===== src/rtl/core/preamble_parity_serial_transmitter_top_defines.svh =====
// Assertion macros for the preamble/parity serial transmitter
`ifndef PREAMBLE_PARITY_SERIAL_TRANSMITTER_TOP_DEFINES_SVH
`define PREAMBLE_PARITY_SERIAL_TRANSMITTER_TOP_DEFINES_SVH

// Same-cycle implication, clocked on clk, off while rst_n is low
`define PPST_ASSERT_IMP(lbl, ante, cons, msg) \
  lbl: assert property (@(posedge clk) disable iff (!rst_n) (ante) |-> (cons)) else $error(msg);

// Next-cycle implication, clocked on clk, off while rst_n is low
`define PPST_ASSERT_NXT(lbl, ante, cons, msg) \
  lbl: assert property (@(posedge clk) disable iff (!rst_n) (ante) |=> (cons)) else $error(msg);

`endif


===== src/rtl/core/ppst_pkg.sv =====
// Shared types and constants for the preamble/parity serial transmitter
`default_nettype none
package ppst_pkg;

  localparam int PERIOD_W = 16;
  localparam int DATA_W   = 8;
  localparam int STEP_W   = 4;

  localparam logic [PERIOD_W-1:0] SHORT_PERIOD_RST = 16'd1000;
  localparam logic [PERIOD_W-1:0] LONG_PERIOD_RST  = 16'd10000;

  // register indexes on the config port
  localparam logic CFG_SHORT_PERIOD = 1'b0;
  localparam logic CFG_LONG_PERIOD  = 1'b1;

  // frame step codes
  localparam logic [STEP_W-1:0] STEP_LOW_A      = 4'd1;
  localparam logic [STEP_W-1:0] STEP_HIGH       = 4'd2;
  localparam logic [STEP_W-1:0] STEP_LOW_B      = 4'd3;
  localparam logic [STEP_W-1:0] STEP_DATA_FIRST = 4'd4;
  localparam logic [STEP_W-1:0] STEP_DATA_LAST  = 4'd11;
  localparam logic [STEP_W-1:0] STEP_PARITY     = 4'd12;
  localparam logic [STEP_W-1:0] STEP_END        = 4'd13;
  localparam logic [STEP_W-1:0] STEP_IDLE       = 4'd0;

  typedef struct packed {
    logic              load;
    logic [DATA_W-1:0] data;
  } item_t;

  typedef struct packed {
    logic line_level;
    logic busy_res;
    logic accepted;
    logic frame_done;
  } result_t;

  typedef struct packed {
    logic  valid;
    item_t item;
  } queue_head_t;

endpackage
`default_nettype wire


===== src/rtl/core/preamble_parity_serial_transmitter_top.sv =====
// Top level of the preamble/parity serial transmitter
// Usage:
//   Each input item is one timer tick (in_kind = 0) or a tick that also
//   loads in_data_byte (in_kind = 1). A load is taken only while idle.
//   A frame drives the line high, then low/high/low preamble steps of
//   short_period ticks each, eight data bits LSB first and an even parity
//   bit of long_period ticks each, then the line drops and out_frame_done
//   pulses. A load while busy reports out_accepted = 0.
//   Every input item gives exactly one result item on the out_ channel.
// Path: an accepted item passes the queue register, then the result
//   register behind the sequencer, which raises out_valid.
// Throughput: one item per cycle while out_ready is high; the sequencer
//   step is a single increment-and-compare on the tick counter.
// Stalls: a two-entry queue sits between intake and sequencer, and the
//   result register holds while out_ready is low; in_ready drops only when
//   the queue is full.
// Config: cfg_we writes short_period (index 0) or long_period (index 1);
//   write only while idle.
// Reset: synchronous active-low rst_n empties the queue, clears the
//   result stage, idles the sequencer with the line low and restores the
//   period registers to 1000 and 10000 ticks.
`default_nettype none
`include "preamble_parity_serial_transmitter_top_defines.svh"
module preamble_parity_serial_transmitter_top import ppst_pkg::*; (
  input  wire logic                clk,
  input  wire logic                rst_n,
  input  wire logic                in_valid,
  output logic                     in_ready,
  input  wire logic                in_kind,
  input  wire logic [DATA_W-1:0]   in_data_byte,
  output logic                     out_valid,
  input  wire logic                out_ready,
  output logic                     out_line_level,
  output logic                     out_busy_res,
  output logic                     out_accepted,
  output logic                     out_frame_done,
  input  wire logic                cfg_we,
  input  wire logic                cfg_index,
  input  wire logic [PERIOD_W-1:0] cfg_wdata
);

  logic [PERIOD_W-1:0] short_period_r, short_period_nxt;
  logic [PERIOD_W-1:0] long_period_r, long_period_nxt;
  queue_head_t         head;
  logic                pop;
  result_t             res;

  // config registers; a period of zero behaves as one tick in the sequencer
  always_comb begin
    short_period_nxt = short_period_r;
    long_period_nxt  = long_period_r;
    if (cfg_we) begin
      case (cfg_index)
        CFG_SHORT_PERIOD: short_period_nxt = cfg_wdata;
        CFG_LONG_PERIOD:  long_period_nxt  = cfg_wdata;
        default:          short_period_nxt = short_period_r;
      endcase
    end
  end

  always_ff @(posedge clk) begin
    if (!rst_n) begin
      short_period_r <= SHORT_PERIOD_RST;
      long_period_r  <= LONG_PERIOD_RST;
    end else begin
      short_period_r <= short_period_nxt;
      long_period_r  <= long_period_nxt;
    end
  end

  ppst_front u_front (
    .clk          (clk),
    .rst_n        (rst_n),
    .in_valid     (in_valid),
    .in_ready     (in_ready),
    .in_kind      (in_kind),
    .in_data_byte (in_data_byte),
    .head         (head),
    .pop          (pop)
  );

  ppst_back u_back (
    .clk          (clk),
    .rst_n        (rst_n),
    .head         (head),
    .pop          (pop),
    .short_period (short_period_r),
    .long_period  (long_period_r),
    .res_valid    (out_valid),
    .res          (res),
    .res_ready    (out_ready)
  );

  assign out_line_level = res.line_level;
  assign out_busy_res   = res.busy_res;
  assign out_accepted   = res.accepted;
  assign out_frame_done = res.frame_done;

  // a taken load starts a frame with the line high
  `PPST_ASSERT_IMP(a_load_starts_high, out_valid && out_accepted, out_busy_res && out_line_level, "load result not busy/high")
  // frame end leaves the block idle with the line low
  `PPST_ASSERT_IMP(a_done_idles, out_valid && out_frame_done, !out_busy_res && !out_line_level && !out_accepted, "frame end not idle")
  // an idle line is always low
  `PPST_ASSERT_IMP(a_idle_low, out_valid && !out_busy_res, !out_line_level, "line high while idle")
  // the sequencer never consumes a queued item while the result stage is stalled
  `PPST_ASSERT_NXT(a_stall_no_pop, out_valid && !out_ready, !(pop && $past(pop)) || out_valid, "pop during stall")

endmodule
`default_nettype wire


===== src/rtl/core/ppst_front.sv =====
// Front end: takes items, classifies load vs tick, two-entry queue
`default_nettype none
module ppst_front import ppst_pkg::*; (
  input  wire logic              clk,
  input  wire logic              rst_n,
  input  wire logic              in_valid,
  output logic                   in_ready,
  input  wire logic              in_kind,
  input  wire logic [DATA_W-1:0] in_data_byte,
  output queue_head_t            head,
  input  wire logic              pop
);

  item_t      mem_r [2];
  logic       wr_ptr_r, wr_ptr_nxt;
  logic       rd_ptr_r, rd_ptr_nxt;
  logic [1:0] count_r, count_nxt;
  logic       push, do_pop;

  assign in_ready = (count_r != 2'd2);
  assign push     = in_valid && in_ready;
  assign do_pop   = pop && (count_r != 2'd0);

  assign head.valid = (count_r != 2'd0);
  assign head.item  = mem_r[rd_ptr_r];

  always_comb begin
    wr_ptr_nxt = push   ? ~wr_ptr_r : wr_ptr_r;
    rd_ptr_nxt = do_pop ? ~rd_ptr_r : rd_ptr_r;
    count_nxt  = count_r + {1'b0, push} - {1'b0, do_pop};
  end

  always_ff @(posedge clk) begin
    if (!rst_n) begin
      wr_ptr_r <= 1'b0;
      rd_ptr_r <= 1'b0;
      count_r  <= 2'd0;
    end else begin
      wr_ptr_r <= wr_ptr_nxt;
      rd_ptr_r <= rd_ptr_nxt;
      count_r  <= count_nxt;
    end
  end

  always_ff @(posedge clk) begin
    if (push) begin
      mem_r[wr_ptr_r] <= '{load: in_kind, data: in_data_byte};
    end
  end

endmodule
`default_nettype wire


===== src/rtl/core/ppst_back.sv =====
// Back end: frame sequencer plus registered result stage
`default_nettype none
module ppst_back import ppst_pkg::*; (
  input  wire logic                clk,
  input  wire logic                rst_n,
  input  wire queue_head_t         head,
  output logic                     pop,
  input  wire logic [PERIOD_W-1:0] short_period,
  input  wire logic [PERIOD_W-1:0] long_period,
  output logic                     res_valid,
  output result_t                  res,
  input  wire logic                res_ready
);

  logic                sending_r, sending_nxt;
  logic [STEP_W-1:0]   step_r, step_nxt;
  logic [PERIOD_W-1:0] tick_r, tick_nxt;
  logic [DATA_W-1:0]   shift_r, shift_nxt;
  logic                parity_r, parity_nxt;
  logic                line_r, line_nxt;
  logic                out_valid_r, out_valid_nxt;
  result_t             res_r, res_nxt;

  logic [PERIOD_W-1:0] period;
  logic [PERIOD_W:0]   cnt;
  logic [STEP_W-1:0]   step_inc;

  assign pop       = head.valid && (!out_valid_r || res_ready);
  assign res_valid = out_valid_r;
  assign res       = res_r;

  assign period   = (step_r < STEP_DATA_FIRST) ? short_period : long_period;
  assign cnt      = {1'b0, tick_r} + {{PERIOD_W{1'b0}}, 1'b1};
  assign step_inc = step_r + 4'd1;

  always_comb begin
    sending_nxt = sending_r;
    step_nxt    = step_r;
    tick_nxt    = tick_r;
    shift_nxt   = shift_r;
    parity_nxt  = parity_r;
    line_nxt    = line_r;
    res_nxt     = res_r;
    if (pop) begin
      res_nxt.accepted   = 1'b0;
      res_nxt.frame_done = 1'b0;
      if (sending_r) begin
        if (cnt >= {1'b0, period}) begin
          tick_nxt = '0;
          step_nxt = step_inc;
          if (step_inc <= STEP_LOW_B) begin
            line_nxt = (step_inc == STEP_HIGH);
          end else if (step_inc <= STEP_DATA_LAST) begin
            line_nxt   = shift_r[0];
            parity_nxt = parity_r ^ shift_r[0];
            shift_nxt  = {1'b0, shift_r[DATA_W-1:1]};
          end else if (step_inc == STEP_PARITY) begin
            line_nxt = parity_r;
          end else begin
            line_nxt           = 1'b0;
            sending_nxt        = 1'b0;
            step_nxt           = STEP_IDLE;
            res_nxt.frame_done = 1'b1;
          end
        end else begin
          tick_nxt = cnt[PERIOD_W-1:0];
        end
      end else if (head.item.load) begin
        sending_nxt      = 1'b1;
        step_nxt         = STEP_IDLE;
        tick_nxt         = '0;
        shift_nxt        = head.item.data;
        parity_nxt       = 1'b0;
        line_nxt         = 1'b1;
        res_nxt.accepted = 1'b1;
      end
      res_nxt.line_level = line_nxt;
      res_nxt.busy_res   = sending_nxt;
    end
    out_valid_nxt = pop ? 1'b1 : (out_valid_r && !res_ready);
  end

  always_ff @(posedge clk) begin
    if (!rst_n) begin
      sending_r   <= 1'b0;
      step_r      <= STEP_IDLE;
      tick_r      <= '0;
      shift_r     <= '0;
      parity_r    <= 1'b0;
      line_r      <= 1'b0;
      out_valid_r <= 1'b0;
    end else begin
      sending_r   <= sending_nxt;
      step_r      <= step_nxt;
      tick_r      <= tick_nxt;
      shift_r     <= shift_nxt;
      parity_r    <= parity_nxt;
      line_r      <= line_nxt;
      out_valid_r <= out_valid_nxt;
    end
  end

  always_ff @(posedge clk) begin
    if (!rst_n) begin
      res_r <= '0;
    end else begin
      res_r <= res_nxt;
    end
  end

endmodule
`default_nettype wire

===== config.mk =====
export PLATFORM = sky130hd
export DESIGN_NAME = preamble_parity_serial_transmitter_top
export DESIGN_NICKNAME = d
export VERILOG_FILES = /design/src/rtl/core/ppst_pkg.sv /design/src/rtl/core/preamble_parity_serial_transmitter_top.sv /design/src/rtl/core/ppst_front.sv /design/src/rtl/core/ppst_back.sv
export VERILOG_INCLUDE_DIRS = /design/src /design/src/rtl/core
export SDC_FILE = /design/constraint.sdc
export NUM_CORES = 1
export LEC_CHECK = 0
export BUFFER_PORTS_ARGS = -buffer_cell sky130_fd_sc_hd__buf_2
export CORE_ASPECT_RATIO = 2
export CORE_UTILIZATION = 35
export DETAILED_ROUTE_END_ITERATION = 16
export GPL_TIMING_DRIVEN = 0
export HOLD_SLACK_MARGIN = 0.15
export SYNTH_ARGS = -nofsm -noshare
export SYNTH_HDL_FRONTEND = slang
export SYNTH_HIERARCHICAL = 1
export SYNTH_SLANG_ARGS = --single-unit

===== constraint.sdc =====
create_clock -name clk -period 8.1 [get_ports clk]
set_input_delay 0 -clock clk [delete_from_list [all_inputs] [get_ports clk]]
set_output_delay 0 -clock clk [all_outputs]
set_load 0.02 [all_outputs]

# After elaboration in Yosys (flattened, before gate mapping)
# Memories as Yosys holds them, arrays and structs flattened. A register that Yosys moved wholly into a read port is not among the register bits.
# Index checks and enable logic that the tools add are counted.
# Widths: inputs -> output; s select.
[totals]
n_memories = 1
ram_bits = 18
out_inout_bits = 6
word_cells = 90
latch_bits = 0
romBits = 0
reg_bits = 70
[mem_list]
columns = ["memory", "words", "width", "read_ports", "rd_ports_with_merged_regs", "wr", "line_no", "source"]
rows = [
  ["u_front.mem_r", 2, 9, 1, 1, 1, "ppst_front.sv:14", "item_t mem_r [2];"],
]
[op_classes]
bitwise_logic = 4
n_lt_le_gt_ge = 4
n_div = 0
addsub = 4
reduce_logical = 14
muxes = 43
eq_ne = 6
shift = 0
n_mul = 0
[op_table]
columns = ["operator", "n"]
rows = [
  ["$mux 16", 4],
  ["$mux 8", 5],
  ["$mux 1", 28],
  ["$mux 4", 6],
  ["$add 16x1->17 const B", 1],
  ["$ge 17x16->1", 1],
  ["$ne 2x2->1 const B", 4],
  ["$reduce_and 2->1", 3],
  ["$reduce_and 5->1", 1],
  ["$add 4x1->4 const B", 1],
  ["$eq 4x2->1 const B", 1],
  ["$eq 4x4->1 const B", 1],
  ["$le 4x2->1 const B", 1],
  ["$le 4x4->1 const B", 1],
  ["$logic_and 1x1->1", 4],
  ["$lt 4x3->1 const B", 1],
  ["$reduce_bool 2->1", 2],
  ["$not 1->1", 3],
  ["$reduce_and 3->1", 1],
  ["$add 2x1->2", 1],
  ["$logic_not 1->1", 2],
  ["$sub 2x1->2", 1],
  ["$logic_or 1x1->1", 1],
  ["$xor 1x1->1", 1],
]

# Depth between registers and ports, before layout
[logic_depth]
depth_word = 7
depth_mapped = 14

# Cells and area by module
# Netlist, hierarchy kept.
[by_module_without_submodules]
columns = ["module", "instances", "cells_per_inst", "seq_area_each_um2", "area_each_um2"]
rows = [
  ["ppst_back", 1, 278, 680.7, 2393.5],
  ["preamble_parity_serial_transmitter_top", 1, 136, 640.6, 1267.5],
  ["ppst_front", 1, 58, 640.6, 907.1],
]

# Worst setup path after synthesis
# OpenSTA, ideal clock, no wires.
[synth_path]
path_type = "register -> register"
start = "register u_back.step_r[2]"
end = "register u_back.shift_r[5]"
arrival_ns = 3.092
stages_incl_launch_ff = 12
setup_slack_ns = 4.878
path_buffers = 2
period_less_slack_ns = 3.222
setup_ns = 0.130
path_cell_list = "dfxtp_1 nor2_1 clkbuf_1 mux2i_1 ha_1 a21oi_1 o21ai_0 a2111oi_2 o2111ai_1 buf_2 a21oi_1 a311oi_1"
[synth_via]
elab_chain_len = 5
word_cells_on_any_way = 10
classes_between = "add/sub: 1; order compare: 4; eq/ne: 3; mux: 1; reduce/logical: 1"
[synth_rtl]
columns = ["element", "line_no", "source"]
rows = [
  ["start: declaration", "ppst_back.sv:16", "logic [STEP_W-1:0] step_r, step_nxt;"],
  ["start signal: assignment", "ppst_back.sv:94", "step_r <= step_nxt;"],
  ["$lt 4x3->1", "ppst_back.sv:32", "assign period = (step_r < STEP_DATA_FIRST) ? short_period : long_period;"],
  ["$mux 16", "ppst_back.sv:32", ""],
  ["$ge 17x16->1", "ppst_back.sv:48", "if (cnt >= {1'b0, period}) begin"],
  ["$ne 2x2->1 (no source line)", "--", ""],
  ["$reduce_and 5->1 (no source line) *", "--", ""],
  ["end signal: assignment", "ppst_back.sv:96", "shift_r <= shift_nxt;"],
  ["end: declaration", "ppst_back.sv:18", "logic [DATA_W-1:0] shift_r, shift_nxt;"],
]
# Mark *: on every way between the ends. The rest lies on a longest branch, timed or not.
# A chain may end at the register's enable or synchronous reset.

# Worst setup path after layout
[layout_path]
start = "register u_back.step_r[2]"
end = "register u_back.shift_r[1]"
# Same word-level chain as after synthesis.

==> metrics.cfg <==
[floorplanning]
fp.coreArea_um2 = 12600
start_util = 0.362
io_pins = 37
die_w_um = 82.8
dieHeight_um = 164
fp-row-count = 58
die-area_um2 = 13500

[worst_hold_path]
hold_path_class = input port to flip-flop
hold_path_depth = 2
min_from = in_data_byte[6]
min_to = u_front/mem_r[1][6]$_DFFE_PP_

[run_status]
status = completed

[timing]
drv_slew = 0
finalSetupViolCount = 0
tns_ns = 0
hold_viol = 0
finClkSkew_ns = 0.00953
worst-slew-pin-transition_ns = 0.927
max_freq_ghz = 0.223
rsz0062_at_grt = false
hold_ws_ns = 0.386
slew_headroom = 0.380
finalCriticalPeriod_ns = 4.48
min_period_over_period = 0.553

[flow_run]
drv_cap = 0

[detailed_routing]
wl_per_cell_um = 15.0
vias_per_cell = 5.19
routed-wl-met3_um = 330
wl_met1_mm = 3.96
antenna_left = 0
drt-pass1-iter-count = 4
drt_drc_violations_left = 0
wl_met2_mm = 5.98
drt_iter0_drc = 91
vias = 3656
drt-total-wl_mm = 10.6
top_layer = met4

[global_route]
gr-usage-all-layers = 0.168
grt_pass1_vias = 3720
grt_pass1_wl_mm = 17.2
grt-ovfl-total = 0
grt_max_degree = 16
grt_antenna_before_repair = 0

[clocking]
clk_pin_slew_ns = 0.07
clockBufferDepth = 2
post_cts_buffers = 0
htree_levels = 3
ctsResizeCount = 0
insertion_delay_ns = 0.34
cts_sinks = 89
root_buffer = clkbuf_16
cts_made_buffers = 9
cts_tree = done

[critical_path]
crit_fanout = 10
r2r_end = u_back/shift_r[1]$_SDFFE_PN0P_
reg2reg_slack_ns = 3.62
cp.required_ns = 8.33
cp-end-kind = flip-flop
cp_data_arrival_time_ns = 4.70
cp-start-kind = flip-flop
crit_type = flip-flop to flip-flop
worstRegToRegCells = 10
r2r-start = u_back/step_r[2]$_SDFFE_PN0P_

[finish]
syn_to_final_growth_pct = 21.2
drive_above_1_share = 0.168
final-seq-area_um2 = 1960
multi_input_area_um2 = 2390
nNetsFinal = 601
fillers = 1273
diodes = 0

[synth]
syn_area_um2 = 4570
synth_nets = 524
synth_edf_count = 18
async_flop_share = 0
synthCells = 472
yosysUniqueCellTypes = 57
yosys_warnings = 6
synth_ff_type = dfxtp_1
synth_seq_area_share = 0.429
synth_seq_cells = 89
synth_area_per_cell_um2 = 9.68

[power_and_ir_drop]
powerDensity_nw_per_um2 = 232
power.leakage_nw = 2.32
peakVddDrop_mv = 0.134

[place]
gp_congestion = 0.851
port_buffers = 34
dp_hpwl_mm = 7.89

timing repair:
action / CTS / global route
setup endpoints to repair: 0 / 0
hold endpoints to repair: 67 / 0
hold buffers: 32 / 0
worst max-delay path by stage:
stage,start,to,slack (ns),cells after the start
global route,u_back/step_r[2]$_SDFFE_PN0P_,u_back/shift_r[1]$_SDFFE_PN0P_,3.32,10
global placement,u_back/step_r[2]$_SDFFE_PN0P_,u_back/res[3]$_SDFFE_PN0P_,3.74,11
finish,u_back/step_r[2]$_SDFFE_PN0P_,u_back/shift_r[1]$_SDFFE_PN0P_,3.62,10
detailed placement,u_back/step_r[2]$_SDFFE_PN0P_,u_back/shift_r[1]$_SDFFE_PN0P_,3.70,10
CTS,u_back/step_r[2]$_SDFFE_PN0P_,u_back/shift_r[1]$_SDFFE_PN0P_,3.64,10
floorplan,u_back/step_r[2]$_SDFFE_PN0P_,u_back/shift_r[5]$_SDFFE_PN0P_,4.88,11
per-layer routing:
metal,global-route usage,up-vias
met5,0,-
met3,0.0352,22
met4,0.0745,0
met1,0.159,1721
li1,-,1839
met2,0.327,74
through the flow:
stage	area, um^2	instances	setup slack, ns	util	total power, mW
6_report	5540	704	3.62	0.438	1.29
5_1_grt	5540	704	3.32	0.438	1.36
4_1_cts	5540	704	3.64	0.438	1.30
3_5_place_dp	4930	656	3.70	0.390	0.881
3_3_place_gp	4930	656	3.74	0.390	0.871
2_1_floorplan	4570	472	4.88	-	0.786
worst max-delay path, stage by stage, from the launching register on:
cell	delay (ns)
dfxtp_1	0.38
nor2_1	0.67
clkbuf_1	0.69
mux2i_1	0.45
ha_1	0.32
a21oi_1	0.16
o21ai_0	0.13
a2111oi_2	0.59
o2111ai_1	0.36
buf_2	0.31
a311oi_1	0.28
cell usage in the layout (no fill, tap or decap), types with 14 or more instances in the layout:
master / instances
a21oi_1: 22
buf_2: 45
dfxtp_1: 71
dlygate4sd3_1: 32
edfxtp_1: 18
ha_1: 21
inv_1: 16
mux2i_1: 39
nand2_1: 54
nand3_1: 15
nor2_1: 34
o21ai_0: 14
xnor2_1: 14
xor2_1: 16
where the power goes:
part	internal, mW	switching [mW]
Clock	0.227	0.178
Sequential	0.510	0.0328
Combinational	0.139	0.200
final cells by class:
class | count | area share
inverters | 17 | 0.0115
plain buffers | 28 | 0.0276
clock buffers | 10 | 0.0452
flip-flops and latches | 89 | 0.354
clock inverters | 6 | 0.00701
well taps | 150 | 0.0339
multi-input cells | 338 | 0.432
repair buffers | 66 | 0.0886
kinds of logic after synthesis:
| family | count (synthesis) | share of synthesized area |
|---|---|---|
| xor gates and xnor gates | 32 | 0.0646 |
| buffers and inverters | 45 | 0.0474 |
| and+or+nand+nor | 159 | 0.179 |
| muxes | 49 | 0.110 |
| AOI/OAI and AO/OA | 77 | 0.112 |
| DFF | 89 | 0.429 |
| adders and majority gates | 21 | 0.0575 |
synth_stat cells, drive strengths merged, types with 13 or more instances:
library cell / count / area share
dfxtp: 71 / 0.31
nand2: 54 / 0.044
mux2i: 39 / 0.085
nor2: 34 / 0.028
a21oi: 23 / 0.026
ha: 21 / 0.058
buf: 18 / 0.025
edfxtp: 18 / 0.12
nand3: 17 / 0.022
o21ai: 17 / 0.019
xor2: 17 / 0.034
inv: 16 / 0.013
xnor2: 15 / 0.030
o211ai: 13 / 0.021
state kept, by name, indices dropped and copies added (netlist names), named ones only:
| name | cells |
|---|---|
| long_period_r | 16 |
| short_period_r | 16 |
| u_back/parity_r | 1 |
| u_back/res | 4 |
| u_back/res_valid | 1 |
| u_back/shift_r | 8 |
| u_back/step_r | 4 |
| u_back/tick_r | 16 |
| u_front/count_r | 2 |
| u_front/mem_r | 18 |
| u_front/rd_ptr_r | 1 |
| u_front/wr_ptr_r | 1 |
(Power assumes the default switching activity.)
